$ cat src/rtl/utd_pkg.sv
`timescale 1ns / 1ps

package utd_pkg;

  localparam int unsigned FifoDepthDefault = 4;

  localparam logic ENC_UTF8    = 1'b0;
  localparam logic ENC_UTF16LE = 1'b1;

  localparam logic [2:0] ST_OK        = 3'd0;
  localparam logic [2:0] ST_BAD_LEAD  = 3'd1;
  localparam logic [2:0] ST_BAD_CONT  = 3'd2;
  localparam logic [2:0] ST_RANGE     = 3'd3;
  localparam logic [2:0] ST_TRUNCATED = 3'd4;
  localparam logic [2:0] ST_ODD_LEN   = 3'd5;
  localparam logic [2:0] ST_UNPAIRED  = 3'd6;

  localparam logic [20:0] CP_MAX       = 21'h10FFFF;
  localparam logic [20:0] CP_SUPP_BASE = 21'h010000;
  localparam logic [15:0] SURR_HI_MIN  = 16'hD800;
  localparam logic [15:0] SURR_HI_MAX  = 16'hDBFF;
  localparam logic [15:0] SURR_LO_MIN  = 16'hDC00;
  localparam logic [15:0] SURR_LO_MAX  = 16'hDFFF;

  // Results caused by one byte: up to two units, then an optional status item.
  typedef struct packed {
    logic [15:0] unit0;
    logic [15:0] unit1;
    logic [1:0]  n_units;
    logic        is_eob;
    logic [2:0]  status;
  } rec_t;

endpackage

$ cat src/rtl/utd_in_if.sv
`timescale 1ns / 1ps

interface utd_in_if;
  logic       valid;
  logic       ready;
  logic [7:0] data_byte;
  logic       end_of_buffer;

  modport source (output valid, output data_byte, output end_of_buffer, input ready);
  modport sink (input valid, input data_byte, input end_of_buffer, output ready);
endinterface

$ cat src/rtl/utd_out_if.sv
`timescale 1ns / 1ps

interface utd_out_if;
  logic        valid;
  logic        ready;
  logic [15:0] code_unit;
  logic        unit_valid;
  logic        last;
  logic [2:0]  status;

  modport source (output valid, output code_unit, output unit_valid, output last,
                  output status, input ready);
  modport sink (input valid, input code_unit, input unit_valid, input last,
                input status, output ready);
endinterface

$ cat src/rtl/utd_front.sv
`timescale 1ns / 1ps

module utd_front (
  input  logic          clk_i,
  input  logic          rst_ni,
  input  logic          cfg_we_i,
  input  logic          cfg_wdata_i,
  input  logic          take_i,
  input  logic [7:0]    data_byte_i,
  input  logic          end_of_buffer_i,
  output logic          push_o,
  output utd_pkg::rec_t rec_o
);

  logic        enc_q;
  logic        done_q, done_d;
  logic [2:0]  err_q, err_d;
  logic [1:0]  rem_q, rem_d;
  logic [2:0]  len_q, len_d;
  logic [20:0] acc_q, acc_d;
  logic        par_q, par_d;
  logic [7:0]  held_q, held_d;
  logic        pend_q, pend_d;

  logic        active;
  logic [20:0] acc_new;
  logic [1:0]  rem_dec;
  logic        bad;
  logic [20:0] v_supp;
  logic [15:0] unit16;
  logic        is_high;
  logic        is_low;
  logic [2:0]  st;
  utd_pkg::rec_t rec;

  always_comb begin
    done_d  = done_q;
    err_d   = err_q;
    rem_d   = rem_q;
    len_d   = len_q;
    acc_d   = acc_q;
    par_d   = par_q;
    held_d  = held_q;
    pend_d  = pend_q;
    rec     = '0;
    st      = utd_pkg::ST_OK;
    active  = !done_q && (err_q == utd_pkg::ST_OK);
    acc_new = {acc_q[14:0], data_byte_i[5:0]};
    rem_dec = rem_q - 2'd1;
    v_supp  = acc_new - utd_pkg::CP_SUPP_BASE;
    bad     = ((len_q == 3'd2) && (acc_new < 21'h80)) ||
              ((len_q == 3'd3) && (acc_new < 21'h800)) ||
              ((len_q == 3'd4) && (acc_new < utd_pkg::CP_SUPP_BASE)) ||
              (acc_new > utd_pkg::CP_MAX) ||
              ((acc_new >= {5'd0, utd_pkg::SURR_HI_MIN}) &&
               (acc_new <= {5'd0, utd_pkg::SURR_LO_MAX}));
    unit16  = {data_byte_i, held_q};
    is_high = (unit16 >= utd_pkg::SURR_HI_MIN) && (unit16 <= utd_pkg::SURR_HI_MAX);
    is_low  = (unit16 >= utd_pkg::SURR_LO_MIN) && (unit16 <= utd_pkg::SURR_LO_MAX);

    if (take_i) begin
      if (enc_q == utd_pkg::ENC_UTF8) begin
        if (active) begin
          if (rem_q == 2'd0) begin
            if (data_byte_i == 8'h00) begin
              done_d = 1'b1;
            end else if (!data_byte_i[7]) begin
              rec.unit0   = {8'h00, data_byte_i};
              rec.n_units = 2'd1;
            end else if (data_byte_i[7:5] == 3'b110) begin
              len_d = 3'd2;
              rem_d = 2'd1;
              acc_d = {16'd0, data_byte_i[4:0]};
            end else if (data_byte_i[7:4] == 4'b1110) begin
              len_d = 3'd3;
              rem_d = 2'd2;
              acc_d = {17'd0, data_byte_i[3:0]};
            end else if (data_byte_i[7:3] == 5'b11110) begin
              len_d = 3'd4;
              rem_d = 2'd3;
              acc_d = {18'd0, data_byte_i[2:0]};
            end else begin
              err_d = utd_pkg::ST_BAD_LEAD;
            end
          end else if (data_byte_i[7:6] != 2'b10) begin
            err_d = utd_pkg::ST_BAD_CONT;
          end else begin
            acc_d = acc_new;
            rem_d = rem_dec;
            if (rem_dec == 2'd0) begin
              if (bad) begin
                err_d = utd_pkg::ST_RANGE;
              end else if (acc_new[20:16] == 5'd0) begin
                rec.unit0   = acc_new[15:0];
                rec.n_units = 2'd1;
              end else begin
                rec.unit0   = {6'b110110, v_supp[19:10]};
                rec.unit1   = {6'b110111, v_supp[9:0]};
                rec.n_units = 2'd2;
              end
              acc_d = '0;
              len_d = '0;
            end
          end
        end
      end else if (!par_q) begin
        held_d = data_byte_i;
        par_d  = 1'b1;
      end else begin
        par_d = 1'b0;
        if (active) begin
          if (pend_q) begin
            if (is_low) begin
              rec.unit0   = unit16;
              rec.n_units = 2'd1;
              pend_d      = 1'b0;
            end else begin
              err_d = utd_pkg::ST_UNPAIRED;
            end
          end else if (unit16 == 16'h0000) begin
            done_d = 1'b1;
          end else if (is_high) begin
            rec.unit0   = unit16;
            rec.n_units = 2'd1;
            pend_d      = 1'b1;
          end else if (is_low) begin
            err_d = utd_pkg::ST_UNPAIRED;
          end else begin
            rec.unit0   = unit16;
            rec.n_units = 2'd1;
          end
        end
      end

      if (end_of_buffer_i) begin
        st = err_d;
        if (enc_q == utd_pkg::ENC_UTF16LE) begin
          if (par_d) begin
            st = utd_pkg::ST_ODD_LEN;
          end else if ((st == utd_pkg::ST_OK) && !done_d && pend_d) begin
            st = utd_pkg::ST_UNPAIRED;
          end
        end else if ((st == utd_pkg::ST_OK) && !done_d && (rem_d != 2'd0)) begin
          st = utd_pkg::ST_TRUNCATED;
        end
        rec.is_eob = 1'b1;
        rec.status = st;
        done_d = 1'b0;
        err_d  = '0;
        rem_d  = '0;
        len_d  = '0;
        acc_d  = '0;
        par_d  = 1'b0;
        held_d = '0;
        pend_d = 1'b0;
      end
    end
  end

  assign push_o = take_i && ((rec.n_units != 2'd0) || rec.is_eob);
  assign rec_o  = rec;

  always_ff @(posedge clk_i or negedge rst_ni) begin
    if (!rst_ni) begin
      enc_q  <= utd_pkg::ENC_UTF8;
      done_q <= 1'b0;
      err_q  <= '0;
      rem_q  <= '0;
      len_q  <= '0;
      acc_q  <= '0;
      par_q  <= 1'b0;
      held_q <= '0;
      pend_q <= 1'b0;
    end else begin
      if (cfg_we_i) begin
        enc_q <= cfg_wdata_i;
      end
      done_q <= done_d;
      err_q  <= err_d;
      rem_q  <= rem_d;
      len_q  <= len_d;
      acc_q  <= acc_d;
      par_q  <= par_d;
      held_q <= held_d;
      pend_q <= pend_d;
    end
  end

endmodule

$ cat src/rtl/utd_fifo.sv
`timescale 1ns / 1ps

module utd_fifo #(
  parameter int unsigned Depth = utd_pkg::FifoDepthDefault
) (
  input  logic          clk_i,
  input  logic          rst_ni,
  input  logic          push_i,
  input  utd_pkg::rec_t push_data_i,
  output logic          full_o,
  input  logic          pop_i,
  output utd_pkg::rec_t pop_data_o,
  output logic          empty_o
);

  localparam int unsigned PtrW = (Depth > 1) ? $clog2(Depth) : 1;
  localparam int unsigned CntW = $clog2(Depth + 1);
  localparam logic [PtrW-1:0] PtrLast = PtrW'(Depth - 1);
  localparam logic [CntW-1:0] CntFull = CntW'(Depth);

  utd_pkg::rec_t   mem_q [Depth];
  logic [PtrW-1:0] wr_q, wr_d;
  logic [PtrW-1:0] rd_q, rd_d;
  logic [CntW-1:0] cnt_q, cnt_d;
  logic            do_push;
  logic            do_pop;

  assign full_o     = (cnt_q == CntFull);
  assign empty_o    = (cnt_q == '0);
  assign do_push    = push_i && !full_o;
  assign do_pop     = pop_i && !empty_o;
  assign pop_data_o = mem_q[rd_q];

  always_comb begin
    wr_d  = wr_q;
    rd_d  = rd_q;
    cnt_d = cnt_q;
    if (do_push) begin
      wr_d = (wr_q == PtrLast) ? '0 : wr_q + 1'b1;
    end
    if (do_pop) begin
      rd_d = (rd_q == PtrLast) ? '0 : rd_q + 1'b1;
    end
    case ({do_push, do_pop})
      2'b10:   cnt_d = cnt_q + 1'b1;
      2'b01:   cnt_d = cnt_q - 1'b1;
      default: cnt_d = cnt_q;
    endcase
  end

  always_ff @(posedge clk_i) begin
    if (do_push) begin
      mem_q[wr_q] <= push_data_i;
    end
  end

  always_ff @(posedge clk_i or negedge rst_ni) begin
    if (!rst_ni) begin
      wr_q  <= '0;
      rd_q  <= '0;
      cnt_q <= '0;
    end else begin
      wr_q  <= wr_d;
      rd_q  <= rd_d;
      cnt_q <= cnt_d;
    end
  end

endmodule

$ cat src/rtl/utd_back.sv
`timescale 1ns / 1ps

module utd_back (
  input  logic          clk_i,
  input  logic          rst_ni,
  input  logic          empty_i,
  input  utd_pkg::rec_t head_i,
  output logic          pop_o,
  utd_out_if.source     out_if
);

  logic          cur_vld_q, cur_vld_d;
  utd_pkg::rec_t cur_q, cur_d;
  logic [1:0]    idx_q, idx_d;
  logic          out_vld_q, out_vld_d;
  logic [15:0]   unit_q, unit_d;
  logic          uvld_q, uvld_d;
  logic          last_q, last_d;
  logic [2:0]    st_q, st_d;

  logic       out_free;
  logic       cur_take;
  logic [1:0] total_m1;
  logic       cur_last;

  assign out_free = !out_vld_q || out_if.ready;
  assign cur_take = cur_vld_q && out_free;
  assign total_m1 = cur_q.n_units + {1'b0, cur_q.is_eob} - 2'd1;
  assign cur_last = (idx_q == total_m1);
  assign pop_o    = !empty_i && (!cur_vld_q || (cur_take && cur_last));

  always_comb begin
    cur_vld_d = cur_vld_q;
    cur_d     = cur_q;
    idx_d     = idx_q;
    out_vld_d = out_vld_q;
    unit_d    = unit_q;
    uvld_d    = uvld_q;
    last_d    = last_q;
    st_d      = st_q;
    if (out_if.ready) begin
      out_vld_d = 1'b0;
    end
    if (cur_take) begin
      out_vld_d = 1'b1;
      if (idx_q < cur_q.n_units) begin
        unit_d = (idx_q == 2'd0) ? cur_q.unit0 : cur_q.unit1;
        uvld_d = 1'b1;
        last_d = 1'b0;
        st_d   = utd_pkg::ST_OK;
      end else begin
        unit_d = '0;
        uvld_d = 1'b0;
        last_d = 1'b1;
        st_d   = cur_q.status;
      end
      idx_d = idx_q + 2'd1;
      if (cur_last) begin
        cur_vld_d = 1'b0;
      end
    end
    if (pop_o) begin
      cur_vld_d = 1'b1;
      cur_d     = head_i;
      idx_d     = '0;
    end
  end

  assign out_if.valid      = out_vld_q;
  assign out_if.code_unit  = unit_q;
  assign out_if.unit_valid = uvld_q;
  assign out_if.last       = last_q;
  assign out_if.status     = st_q;

  always_ff @(posedge clk_i) begin
    cur_q  <= cur_d;
    unit_q <= unit_d;
    uvld_q <= uvld_d;
    last_q <= last_d;
    st_q   <= st_d;
  end

  always_ff @(posedge clk_i or negedge rst_ni) begin
    if (!rst_ni) begin
      cur_vld_q <= 1'b0;
      idx_q     <= '0;
      out_vld_q <= 1'b0;
    end else begin
      cur_vld_q <= cur_vld_d;
      idx_q     <= idx_d;
      out_vld_q <= out_vld_d;
    end
  end

endmodule

$ cat src/rtl/null_terminated_text_to_utf16_decoder.sv
// Accepts one byte per cycle while the request queue has room.
// Results go from the queue through a record register to the output register.
// The output side gives one result per cycle unless stalled by out_if.ready;
// a byte with k results holds it for all k; the queue absorbs the difference.
// Reset (asynchronous, active low) clears the decoder state, the queue and the
// output valid flag, and selects UTF-8 input.
`timescale 1ns / 1ps

module null_terminated_text_to_utf16_decoder #(
  parameter int unsigned FifoDepth = utd_pkg::FifoDepthDefault
) (
  input  logic      clk_i,
  input  logic      rst_ni,
  input  logic      cfg_we_i,
  input  logic      cfg_wdata_i,
  utd_in_if.sink    in_if,
  utd_out_if.source out_if
);

  logic          take;
  logic          push;
  logic          full;
  logic          pop;
  logic          empty;
  utd_pkg::rec_t push_rec;
  utd_pkg::rec_t head_rec;

  assign in_if.ready = !full;
  assign take        = in_if.valid && !full;

  utd_front u_front (
    .clk_i           (clk_i),
    .rst_ni          (rst_ni),
    .cfg_we_i        (cfg_we_i),
    .cfg_wdata_i     (cfg_wdata_i),
    .take_i          (take),
    .data_byte_i     (in_if.data_byte),
    .end_of_buffer_i (in_if.end_of_buffer),
    .push_o          (push),
    .rec_o           (push_rec)
  );

  utd_fifo #(
    .Depth (FifoDepth)
  ) u_fifo (
    .clk_i       (clk_i),
    .rst_ni      (rst_ni),
    .push_i      (push),
    .push_data_i (push_rec),
    .full_o      (full),
    .pop_i       (pop),
    .pop_data_o  (head_rec),
    .empty_o     (empty)
  );

  utd_back u_back (
    .clk_i   (clk_i),
    .rst_ni  (rst_ni),
    .empty_i (empty),
    .head_i  (head_rec),
    .pop_o   (pop),
    .out_if  (out_if)
  );

endmodule

$ cat src/flat_wrapper.sv
// flat-port wrapper written by rule: the top's interface ports become plain ports
module null_terminated_text_to_utf16_decoder_flat 
#(
  parameter int unsigned FifoDepth = utd_pkg::FifoDepthDefault
)
  (clk_i, rst_ni, cfg_we_i, cfg_wdata_i, in_if_valid, in_if_data_byte, in_if_end_of_buffer, in_if_ready, out_if_valid, out_if_code_unit, out_if_unit_valid, out_if_last, out_if_status, out_if_ready);
  utd_in_if in_if_i ();
  utd_out_if out_if_i ();
  input  logic clk_i;
  input  logic rst_ni;
  input  logic cfg_we_i;
  input  logic cfg_wdata_i;
  input wire logic [$bits(in_if_i.valid)-1:0] in_if_valid;
  input wire logic [$bits(in_if_i.data_byte)-1:0] in_if_data_byte;
  input wire logic [$bits(in_if_i.end_of_buffer)-1:0] in_if_end_of_buffer;
  output wire logic [$bits(in_if_i.ready)-1:0] in_if_ready;
  output wire logic [$bits(out_if_i.valid)-1:0] out_if_valid;
  output wire logic [$bits(out_if_i.code_unit)-1:0] out_if_code_unit;
  output wire logic [$bits(out_if_i.unit_valid)-1:0] out_if_unit_valid;
  output wire logic [$bits(out_if_i.last)-1:0] out_if_last;
  output wire logic [$bits(out_if_i.status)-1:0] out_if_status;
  input wire logic [$bits(out_if_i.ready)-1:0] out_if_ready;
  assign in_if_i.valid = in_if_valid;
  assign in_if_i.data_byte = in_if_data_byte;
  assign in_if_i.end_of_buffer = in_if_end_of_buffer;
  assign in_if_ready = in_if_i.ready;
  assign out_if_valid = out_if_i.valid;
  assign out_if_code_unit = out_if_i.code_unit;
  assign out_if_unit_valid = out_if_i.unit_valid;
  assign out_if_last = out_if_i.last;
  assign out_if_status = out_if_i.status;
  assign out_if_i.ready = out_if_ready;
  null_terminated_text_to_utf16_decoder #(.FifoDepth(FifoDepth)) u_core (.clk_i(clk_i), .rst_ni(rst_ni), .cfg_we_i(cfg_we_i), .cfg_wdata_i(cfg_wdata_i), .in_if(in_if_i), .out_if(out_if_i));
endmodule
$ cat config.mk
export PLATFORM = sky130hd
export DESIGN_NAME = null_terminated_text_to_utf16_decoder_flat
export DESIGN_NICKNAME = d
export VERILOG_FILES = /design/src/rtl/utd_pkg.sv /design/src/rtl/utd_in_if.sv /design/src/rtl/utd_out_if.sv /design/src/rtl/utd_front.sv /design/src/rtl/utd_fifo.sv /design/src/rtl/utd_back.sv /design/src/rtl/null_terminated_text_to_utf16_decoder.sv /design/src/flat_wrapper.sv
export SDC_FILE = /design/constraint.sdc
export NUM_CORES = 1
export LEC_CHECK = 0
export ABC_CLOCK_PERIOD_IN_PS = 11300
export BUFFER_PORTS_ARGS = -buffer_cell sky130_fd_sc_hd__buf_2
export CAP_MARGIN = 25
export CORE_ASPECT_RATIO = 0.5
export CORE_UTILIZATION = 31
export CTS_BUF_LIST = sky130_fd_sc_hd__clkbuf_2
export DETAILED_ROUTE_END_ITERATION = 8
export GPL_ROUTABILITY_DRIVEN = 1
export SLEW_MARGIN = 15
export SYNTH_ARGS = -nofsm -noshare
export SYNTH_HDL_FRONTEND = slang
export SYNTH_HIERARCHICAL = 1
export SYNTH_SLANG_ARGS = --single-unit
export TNS_END_PERCENT = 20
$ cat constraint.sdc
create_clock -name clk_i -period 11.3 [get_ports clk_i]
set_input_delay 3.39 -clock clk_i [delete_from_list [all_inputs] [get_ports clk_i]]
set_output_delay 3.39 -clock clk_i [all_outputs]
set_load 0.02 [all_outputs]
==> results of run 1 <==
==> worst max-delay path, cell delays in order <==
cell	delay (ns)
buf_2	0.26
nand4_1	0.20
nor4_4	0.36
mux2i_1	0.14
a211o_2	0.37
nor3b_4	0.59
o41a_1	0.25
nor2b_2	0.27
and2_2	0.86
==> sequential cells by signal (all words and copies together) (netlist names), 2 cells and up <==
signal and flops:
u_core/u_fifo/mem_q 152, u_core/u_back/cur_q 38, u_core/u_back/out_if.code_unit 16, u_core/u_front/acc_q 15, u_core/u_front/held_q 8, u_core/u_back/out_if.status 3
u_core/u_fifo/cnt_q 3, u_core/u_front/err_q 3, u_core/u_front/len_q 3, u_core/u_back/idx_q 2, u_core/u_fifo/rd_q 2, u_core/u_fifo/wr_q 2
u_core/u_front/rem_q 2
==> area by class of cell <==
class / count / area, µm²
inverter: 33 / 124
clock buffer: 90 / 450
clock inverter: 23 / 130
sequential: 257 / 7490
tap: 475 / 594
fill: 3342 / 22500
antenna: 2 / 5.00
multi-input combinational: 389 / 3220
timing repair buffer: 49 / 340
==> logic make-up (layout without fill, tap and decap cells) <==
family,count (synthesis),in the layout
DFF,257,257
and+or+nand+nor,187,187
AOI/OAI and AO/OA,120,120
buffers and inverters,76,195
muxes,62,62
adders and majority gates,13,13
xor gates and xnor gates,6,6
other,1,3
==> final timing paths <==
path / to / startpoint / cells after the start / slack, ns
min reg2reg: u_core/u_fifo/cnt_q[2] / u_core/u_fifo/cnt_q[2] / 1 / 0.50
max reg2reg: u_core/u_fifo/mem_q[1][21] / u_core/u_front/acc_q[10] / 10 / 7.28
min: u_core/u_fifo/cnt_q[2] / u_core/u_fifo/cnt_q[2] / 1 / 0.50
max in group asynchronous: u_core/u_front/len_q[1] / rst_ni / 1 / 8.25
max: u_core/u_fifo/mem_q[1][21] / in_if_data_byte[5] / 9 / 4.98
min in group asynchronous: u_core/u_front/acc_q[6] / rst_ni / 1 / 2.60
==> where the power goes <==
group	internal [mW]	leakage, nW	switching, mW
clock network	0.241	0.440	0.370
registers	1.35	2.54	0.102
logic	0.386	1.51	0.565
==> per-layer routing <==
metal | wire, µm | share of wire (%) | vias to the layer above | GRT usage, %
met3 | 1010 | 4.4 | 34 | 3.18
met1 | 10700 | 47 | 3208 | 16.5
li1 | - | - | 2948 | -
met5 | 0 | 0 | - | 0
met2 | 10600 | 47 | 138 | 20.5
met4 | 371 | 1.6 | 0 | 5.33
==> synthesized netlist by cell type (all sizes together), types with 3 or more instances <==
library cell,count,share of area (%)
edfxtp,211,57
nand2,57,1.9
dfrtp,46,10
mux4,38,7.7
nor2,35,1.2
inv,33,1.1
o21ai,28,1.3
buf,25,2.1
and2,20,1.1
mux2i,19,1.7
clkbuf,18,0.61
a21oi,15,0.71
nor2b,14,0.81
a22oi,12,0.81
ha,12,1.4
nor3,11,0.50
o22ai,10,0.56
nand2b,9,0.57
a21boi,6,0.41
a22o,6,0.47
nand3,6,0.32
a31oi,5,0.28
and3,5,0.28
mux2,5,0.51
nor3b,5,0.48
a32o,4,0.36
nand3b,4,0.38
nor4,4,0.36
o211ai,4,0.27
o211a,3,0.27
or2,3,0.17
or4,3,0.20
xor2,3,0.24
==> through the flow <==
stage               worst slack [ns]  power [mW]  cell area, µm²  std cells  hold WS (ns)
floorplan                       4.27        2.18           11100        722         0.454
global placement                4.25        2.40           11700       1198         0.469
detailed placement              4.17        2.44           11700       1199         0.479
CTS                             5.02        3.06           12200       1312         0.491
global route                    4.86        3.22           12300       1317         0.520
finish                          4.98        3.02           12400       1318         0.496
==> results.md, run 1 <==
- GRT Residual Overflow: 0
- Synthesized flop and latch total: around 260
- Synth Area in Compound Gates: 7.53%
- Vias in the first global route: approximately 6600
- Crit path time final: 6.32 ns
- Row count: 48
- Share of layout cells above drive strength 1: about a quarter
- DRT iter0 DRCs: 453
- Syn avg cell area: roughly 15 µm²
- Syn nets: between 700 and 800
- Wire per inst: 17.3 µm
- Synth cell types: 75
- First-pass DRT Iterations: 5
- TNS Setup: 0 ns
- CTS Root Cell: clkbuf_2
- Fmax: roughly 160 MHz
- Pleak: approximately 4.5 nW
- Startpoint types: primary input
- Slew HR: around a third
- Status: completed
- Post-synthesis async set-or-reset flop share: between 15 and 20%
- Synth Area in Simple Gates: under 10%
- CTS clk-pin slew, worst paths: 0.09 ns
- Commonest non-fill, non-tap cell in the layout: edfxtp_1
- Max Clock Skew: around 0.063 ns
- Number of synthesized flops with an enable pin: approximately 210
- Global Route Usage Sum: 12.7%
- Die width: about 270 µm
- CP Max Fanout: 38
- Crit. End Element: flip-flop
- Via count: between 6000 and 7000
- Final-report hold violation count: 0
- Critical path class: primary input to flip-flop
- Initial Utilization: between 30% and 40%
- Largest family of logic cells by synthesized area: multiplexers
- Slew @ Worst Pin: approximately 1.0 ns
- Adder-Cell Fraction of Synth Area: 1.53%
- Critical path data required time: roughly 12 ns
- Post-cts resize count: 0
- Mapped Area: about 11000 µm²
- Core ar.: about 35000 µm²
- Setup Buffers After CTS: 0
- CP Data Arrival Time: between 6 and 7 ns
- TritonCTS clock tree: yes
- Die ar.: roughly 37000 µm²
- CTS Sinks: 257
- Post-synthesis xor/xnor area fraction: less than 1%
- PD cells: around 240 nW/µm²
- Syn Inst Count: roughly 720
- Vias/cell: 4.80
- CTS Buffer Depth: 3
- Most frequent cells in the layout: 211 x edfxtp_1, 90 x clkbuf_2, 57 x nand2_1
- Seq/Total Area, Yosys: 67.4%
- Placer's final routability congestion estimate: 0.901
- Hold Path Class: flip-flop to flip-flop
- CTS Buf Count: 66
- DR DRC count: 0
- Die Y: ~140 µm
- RSZ-0062 raised after global routing: no
- Hold-fix buffers, CTS: 0
- PortBufs: 37
- First-pass GRT wire length: roughly 36 mm
- Largest net degree at the start of global routing: 47
- ANT nets after route: 0
- Main synth FF type: edfxtp_1
- Final Core Density: between 30% and 40%
- Final WL: approximately 23 mm
- Max-cap violations: 0
- Worst-Skew Late Latency: between 0.8 and 0.9 ns
- Hpwl dp: approximately 14 mm
- I/O pin count: 38
- Nets: between 800 and 900
- VDD IR max: approximately 0.00011 V
- Antenna violations before repair: 1
- Fin. max-slew vios: 0
- Synth Warn #: 6
- Mux contribution to synthesized area: 9.92%
- H-tree levels: 3
- Area grow syn2layout: 11.2%
- Endpoints failing setup: 0
- Tcrit/Tclk final: about 56%
(Power assumes the default switching activity.)
==> run 2: changes to the inputs <==
--- a/config.mk
+++ b/config.mk
@@ -5,7 +5,7 @@
 export SDC_FILE = /design/constraint.sdc
 export NUM_CORES = 1
 export LEC_CHECK = 0
-export ABC_CLOCK_PERIOD_IN_PS = 11300
+export ABC_CLOCK_PERIOD_IN_PS = 5550
 export BUFFER_PORTS_ARGS = -buffer_cell sky130_fd_sc_hd__buf_2
 export CAP_MARGIN = 25
 export CORE_ASPECT_RATIO = 0.5
==> constraint.sdc (replaced) <==
create_clock -name clk_i -period 5.55 [get_ports clk_i]
set_input_delay 1.665 -clock clk_i [delete_from_list [all_inputs] [get_ports clk_i]]
set_output_delay 1.665 -clock clk_i [all_outputs]
set_load 0.02 [all_outputs]
==> run 2 against run 1 <==
Compared with the run above:
- clock-buffer cell count grew 2
- worst setup slack lost 3.4 ns
- sequential power grew 100%
- non-clock buffer count grew 3
- critical path depth grew 7
- power grew 110%
- register-to-register slack lost 5.6 ns
- wire length grew 0.37%
- via count is essentially flat
- sequential share of layout area shrank 0.24 points
- sequential cell count is the same
- critical path type unchanged
- largest power group unchanged
==> results.md, run 2 (synthesis gave the netlist of run 1 again) <==
- Status: completed
- Hold Path Class: flip-flop to flip-flop
- Largest net degree at the start of global routing: 42 (-11%)
- Critical path class: primary input to flip-flop
- Final Core Density: 35.5% (+0.14 points)
- TritonCTS clock tree: yes
- CTS clk-pin slew, worst paths: 0.10 ns (about the same)
- Gr busiest metal: met2
- Global Route Usage Sum: 12.6% (-0.064 points)
- Worst Hold Path EP: u_core/u_back/out_if.code_unit[7]
- First-pass DRT Iterations: 6 (+1)
- DRT iter0 DRCs: 610 (+35%)
- Dpl cells: 1205 (+0.50%)
- Hold-fix buffers, CTS: 0 (unchanged)
- Startpoint types: primary input
- Endpoints failing setup: 0 (unchanged)
- VDD IR max: 0.000253 V (+130%)
- Multi-input logic area: 3220 µm² (about the same)
- Commonest non-fill, non-tap cell in the layout: edfxtp_1
- DR DRC count: 0 (unchanged)
- Post-cts resize count: 0 (unchanged)
- Nets: 821 (-0.36%)
- TNS Setup: 0 ns (unchanged)
- Hpwl dp: 14.6 mm (+2.9%)
- Fin area: 12400 µm² (+0.41%)
- R2R setup slack: 1.71 ns (-5.57 ns)
- Tcrit/Tclk final: between 70 and 80%
- Final WL: 22.8 mm (+0.37%)
- CTS Root Cell: clkbuf_2
- Slew HR: 28.6% (-3.8 points)
- Max-cap violations: 0 (unchanged)
- PD cells: 502 nW/µm² (+110%)
- Via count: 6330 (+0.032%)
- Share of layout cells above drive strength 1: 25.5% (+0.028 points)
- I/O pin count: 38 (unchanged)
- Placer's final routability congestion estimate: 0.905 (+0.42%)
- Largest reg by FF count: u_core/u_fifo/mem_q
- Initial Utilization: 31.8% (unchanged)
- Reg area: 7490 µm² (unchanged)
- H-tree levels: 2 (-1)
- Reg2Reg Capture Point: u_core/u_fifo/cnt_q[2]
- Antenna violations before repair: 1 (unchanged)
- Die width: 270 µm (unchanged)
- Pleak: 4.53 nW (+0.88%)
- First-pass GRT wire length: 35.9 mm (-0.19%)
- Slowest cell on crit path: or4_1
- Hold depth: 2 (+1)
- Hold path start: u_core/u_back/cur_q[13]
- Grt met2 use: 20.5% (+0.043 points)
- Met1 usage in global routing: 17.0% (+0.50 points)
- Met3 usage: 2.45% (-0.72 points)
- Setup Buffers After CTS: 0 (unchanged)
- Fin. max-slew vios: 0 (unchanged)
- CTS Buffer Depth: 3 (unchanged)
- Worst-Skew Late Latency: 0.88 ns (+0.06 ns)
- Wire per inst: 17.3 µm (+0.22%)
- Placed Area: 11700 µm² (+0.62%)
- CP Data Arrival Time: 4.76 ns (-1.97 ns)
- Crit. End Element: flip-flop
- Crit path largest cell delay: 0.54 ns (-0.32 ns)
- Reg2reg path depth: 16 (+6)
- Critical path data required time: 6.31 ns (-5.40 ns)
- Crit path time final: about 4 ns
- GRT Residual Overflow: 0 (unchanged)
- Final-report hold violation count: 0 (unchanged)
- PortBufs: 37 (unchanged)
- Cell Chain, Critical Path: buf_2 -> or4_1 -> nor2_1 -> nand3_1 -> nand2_1 -> a21oi_1 -> buf_4 -> o41a_1 -> nor2b_2 -> inv_1 -> ha_1 -> inv_1 -> fa_1 -> xor2_1 -> nor2_1 -> xor2_1
- CP Max Fanout: 18 (-53%)
- Worst r2r src: u_core/u_front/acc_q[10]
- Max reg flops: 152 (unchanged)
- Crit path launch: in_if_data_byte[5]
- Most frequent cells in the layout: 211 x edfxtp_1, 92 x clkbuf_2, 57 x nand2_1
- Row count: 48 (unchanged)
- CTS Sinks: 257 (unchanged)
- Max Clock Skew: 0.124 ns (+0.0615 ns)
- Fin cells: 1320 (+0.15%)
- Die Y: 136 µm (unchanged)
- Area grow syn2layout: 11.6%
- Vias in the first global route: 6477 (-2.4%)
- Fmax: between 200 and 250 MHz
- CTS Buf Count: 60 (-9.1%)
- Vias/cell: 4.80 (-0.12%)
- Fillers: 3278 (-1.9%)
- ANT nets after route: 0 (unchanged)
- Die ar.: 36600 µm² (unchanged)
- Slew @ Worst Pin: 1.06 ns (+0.0488 ns)
- RSZ-0062 raised after global routing: no
- Core ar.: 34900 µm² (unchanged)
## run 2: layout make-up
type	instances	share of cell area (%)
diodes	1	0.0202
clock buffers	92	3.71
clock inverters	21	1.38
inverters	33	0.999
multi-input cells	389	25.9
flip-flops and latches	257	60.4
well taps	475	4.79
repair buffers	52	2.76
## run 2: metal layers
layer,vias up,share of wire [%]
met4,0,1.8
met5,-,0
li1,2951,-
met3,36,5.5
met1,3166,46
met2,177,47
## run 2: how the worst max path moves through the flow
| stage | cells past startpoint | end |
|---|---|---|
| after floorplan | 11 | u_core/u_fifo/cnt_q[2] |
| after global placement | 16 | u_core/u_fifo/cnt_q[2] |
| after detailed placement | 16 | u_core/u_fifo/cnt_q[2] |
| after CTS | 16 | u_core/u_fifo/cnt_q[2] |
| after global routing | 16 | u_core/u_fifo/cnt_q[2] |
| final | 16 | u_core/u_fifo/cnt_q[2] |
## run 2: worst max-delay path: cells and delay by family
kind | cells | cell delay (ns)
fa+ha+maj | 2 | 0.54
simple gates | 6 | 1.26
buf+inv | 4 | 0.54
compound gates | 2 | 0.44
xor+xnor | 2 | 0.30
## run 2: where the power goes
group / internal, mW / total [mW] / leakage (nW) / switching [mW]
sequential: 2.76 / 2.97 / 2.54 / 0.213
clock: 0.591 / 1.32 / 0.466 / 0.727
combinational: 0.780 / 1.93 / 1.52 / 1.15
## run 2: through the flow
stage                     hold slack [ns]  power [mW]  setup WS [ns]
after floorplan                     0.454        4.45          0.244
after global placement              0.469        4.90          0.836
after detailed placement            0.487        4.97          0.760
after CTS                           0.454        6.31           1.66
after global routing                0.488        6.61           1.42
final                               0.478        6.22           1.55
==> run 3: changes to the inputs <==
--- a/config.mk
+++ b/config.mk
@@ -5,7 +5,8 @@
 export SDC_FILE = /design/constraint.sdc
 export NUM_CORES = 1
 export LEC_CHECK = 0
-export ABC_CLOCK_PERIOD_IN_PS = 5550
+export ABC_AREA = 1
+export ABC_CLOCK_PERIOD_IN_PS = 4000
 export BUFFER_PORTS_ARGS = -buffer_cell sky130_fd_sc_hd__buf_2
 export CAP_MARGIN = 25
 export CORE_ASPECT_RATIO = 0.5
==> constraint.sdc (replaced) <==
create_clock -name clk_i -period 4 [get_ports clk_i]
set_input_delay 1.2 -clock clk_i [delete_from_list [all_inputs] [get_ports clk_i]]
set_output_delay 1.2 -clock clk_i [all_outputs]
set_load 0.02 [all_outputs]
==> run 3 against run 2 <==
Compared with the run above:
- sequential power up 42%
- via count up 31%
- synthesized area up 7.3%
- sequential share of layout area down 4.7 points
- final cell count up 34%
- worst setup slack worse by 0.98 ns
- power up 52%
- worst hold slack better by 0.011 ns
- critical path type is now flip-flop to flip-flop
- largest cell class unchanged
- highest routed layer is now met5
==> results.md, run 3 <==
- Post-synthesis async set-or-reset flop share: 17.9% (unchanged)
- Nets: 1239 (+51%)
- CTS Buffer Depth: 3 (unchanged)
- DRT iter0 DRCs: 560 (-8.2%)
- Cell Chain, Critical Path: inv_1 -> ha_1 -> nand3_1 -> nor3_2 -> nand3_2 -> a21oi_2 -> nand2_4 -> nor2_4 -> nand2_1 -> nand2_1 -> nor2_1 -> a31oi_1 -> nand2_1 -> ha_1 -> inv_1 -> fa_1 -> o21ai_0
- Vias in the first global route: 8358 (+29%)
- I/O pin count: 38 (unchanged)
- Setup Buffers After CTS: 0 (unchanged)
- Synth cell types: 47 (-37%)
- Core ar.: 37700 µm² (+7.9%)
- Crit path largest cell delay: 0.41 ns (-0.13 ns)
- Dpl cells: 1662 (+38%)
- P_sw: 3.74 mW (+79%)
- RSZ-0062 raised after global routing: no
- VDD IR max: 0.000379 V (+50%)
- Hold-fix buffers, CTS: 0 (unchanged)
- Commonest non-fill, non-tap cell in the layout: nand2_1
- Die width: 279 µm (+3.6%)
- Syn Inst Count: 1113 (+54%)
- Comb power frac: 35.8% (+4.7 points)
- H-tree levels: 3 (+1)
- Met3 routed WL: 1.77 mm (+42%)
- Synth Warn #: 6 (unchanged)
- Most frequent CP cell: nand2_1
- Crit. End Element: flip-flop
- Slew @ Worst Pin: 0.927 ns (-0.136 ns)
- Final Core Density: 35.7% (+0.20 points)
- Top cell type's share of synthesized area: 53.1% (-3.9 points)
- Fmax: ~300 MHz
- Reg area: 7490 µm² (about the same)
- Top layer in use: met5
- Syn avg cell area: 10.7 µm² (-30%)
- Clk network pwr share: 19.6% (-1.6 points)
- Wire length on met1: 13.3 mm (+27%)
- Count leader, synth: nand2_1
- First-pass DRT Iterations: 7 (+1)
- CP Max Fanout: 7 (-11)
- Max Clock Skew: 0.0675 ns (-0.0566 ns)
- Fillers: 3769 (+15%)
- Syn nets: 1141 (+52%)
- Seq/Total Area, Yosys: 62.8% (-4.6 points)
- Area grow syn2layout: 12.9%
- Final WL: 28.5 mm (+25%)
- Wire per inst: 16.1 µm (-7.1%)
- Fin. max-slew vios: 0 (unchanged)
- Row count: 50 (+4.2%)
- Max reg flops: 152 (unchanged)
- Slowest cell on crit path: dfrtp_1
- Worst-Skew Late Latency: 0.80 ns (-0.08 ns)
- CTS Root Cell: clkbuf_2
- Fin area: 13500 µm² (+8.5%)
- Die Y: 141 µm (+3.5%)
- Critical path data required time: 4.66 ns (-1.65 ns)
- Endpoints failing setup: 0 (unchanged)
- Main synth FF type: edfxtp_1
- Multi-input logic area: 3460 µm² (+7.7%)
- TritonCTS clock tree: yes
- Sequential Power Share: 44.6% (-3.1 points)
- CP Data Arrival Time: 4.10 ns (-0.66 ns)
- CTS Sinks: 257 (unchanged)
- Crit path time final: between 3 and 4 ns
- Critical path class: flip-flop to flip-flop
- Commonest cells post-synth: 261 x nand2_1, 211 x edfxtp_1, 171 x inv_1
- Hold Path Class: flip-flop to flip-flop
- Die ar.: 39300 µm² (+7.2%)
- Antenna violations before repair: 2 (+1)
- Pleak: 5.57 nW (+23%)
- Placed Area: 12800 µm² (+9.2%)
- Largest net degree at the start of global routing: 74 (+76%)
- PD cells: 702 nW/µm² (+40%)
- Wire length on met2: 13.0 mm (+21%)
- CTS Buf Count: 66 (+10%)
- Via count: 8280 (+31%)
- Final-report hold violation count: 0 (unchanged)
- Share of layout cells above drive strength 1: 21.0% (-4.5 points)
- DR DRC count: 0 (unchanged)
- Placer's final routability congestion estimate: 0.980 (+8.3%)
- GRT Residual Overflow: 0 (unchanged)
- Top cells by area, synth: edfxtp_1 53%, dfrtp_1 9.7%, nand2_1 8.2%
- Status: completed
- Max-cap violations: 0 (unchanged)
- Final Power: 9.45 mW (+52%)
- ANT nets after route: 0 (unchanged)
- Initial Utilization: 31.7% (-0.19 points)
- Most frequent cells in the layout: 261 x nand2_1, 211 x edfxtp_1, 171 x inv_1
- Sw Ratio: 39.6% (+6.0 points)
- First-pass GRT wire length: 45.3 mm (+26%)
- Startpoint types: flip-flop
- Yosys top cell by area: edfxtp_1
- Post-cts resize count: 0 (unchanged)
- Hpwl dp: 19.3 mm (+32%)
- CTS clk-pin slew, worst paths: 0.12 ns (+0.02 ns)
- Synthesized flop and latch total: 257 (unchanged)
- Slew HR: 38.1% (+9.5 points)
- Global Route Usage Sum: 14.8% (+2.1 points)
- Largest reg by FF count: u_core/u_fifo/mem_q
- Mapped Area: 11900 µm² (+7.3%)
- Internal Pwr Total: 5.71 mW (+38%)
- PortBufs: 37 (unchanged)
- Tcrit/Tclk final: 85.8%
- Vias/cell: 4.67 (-2.7%)
- Number of synthesized flops with an enable pin: 211 (unchanged)
- Fin cells: 1774 (+34%)
==> run 3: power by group through the flow <==
stage | Combinational [mW] | Sequential (mW) | Clock, mW
2_1_floorplan | 2.40 | 4.26 | 0
3_3_place_gp | 3.32 | 4.25 | 0
3_5_place_dp | 3.38 | 4.28 | 0
4_1_cts | 3.39 | 4.22 | 1.93
5_1_grt | 3.76 | 4.28 | 2.06
6_report | 3.39 | 4.21 | 1.85
==> run 3: area by class of cell <==
type / count / share of cell area, %
clock buffer: 94 / 3.50
tap: 520 / 4.83
inverter: 182 / 5.09
multi-input combinational: 627 / 25.7
clock inverter: 16 / 1.09
timing repair buffer: 77 / 4.07
antenna: 1 / 0.0186
sequential: 257 / 55.7
==> run 3: cells by family after synthesis <==
logic type      share of synthesized area (%)
xor+xnor                                0.367
compound gates                           11.8
fa+ha+maj                                1.43
other cells                            0.0315
simple gates                             15.1
flops                                    62.8
buf+inv                                  8.48
==> run 3: per-stage QoR <==
| stage | TNS (ns) | setup WS (ns) | hold WS, ns |
|---|---|---|---|
| 3_3_place_gp | 0 | 0.236 | 0.460 |
| 4_1_cts | 0 | 0.566 | 0.430 |
| 3_5_place_dp | 0 | 0.0517 | 0.471 |
| 5_1_grt | 0 | 0.304 | 0.461 |
| 6_report | 0 | 0.567 | 0.489 |
| 2_1_floorplan | -116.16 | -0.764 | 0.446 |
==> run 3: worst max-delay path: cells and delay by family (launching register included) <==
kind                       cells  cell delay (ns)
DFF                            1             0.41
and+or+nand+nor                9             1.01
adders and majority gates      3             0.91
buffers and inverters          2             0.29
AOI/OAI and AO/OA              3             0.70
==> run 3: layer usage <==
metal | global-route usage [%] | vias to the layer above
met3 | 3.51 | 49
met1 | 19.9 | 3968
met2 | 23.6 | 251
met4 | 4.57 | 2
li1 | - | 4010
met5 | 0 | -
==> run 3: worst paths after layout <==
path	cells past startpoint	startpoint	slack, ns	end
worst min register to register	1	u_core/u_fifo/cnt_q[0]	0.49	u_core/u_fifo/cnt_q[0]
worst min-delay path	1	u_core/u_fifo/cnt_q[0]	0.49	u_core/u_fifo/cnt_q[0]
max in group asynchronous	2	rst_ni	2.73	u_core/u_front/acc_q[0]
worst max-delay path	17	u_core/u_front/acc_q[10]	0.57	u_core/u_fifo/cnt_q[1]
min in group asynchronous	1	rst_ni	0.50	u_core/u_front/par_q
worst max register to register	17	u_core/u_front/acc_q[10]	0.57	u_core/u_fifo/cnt_q[1]
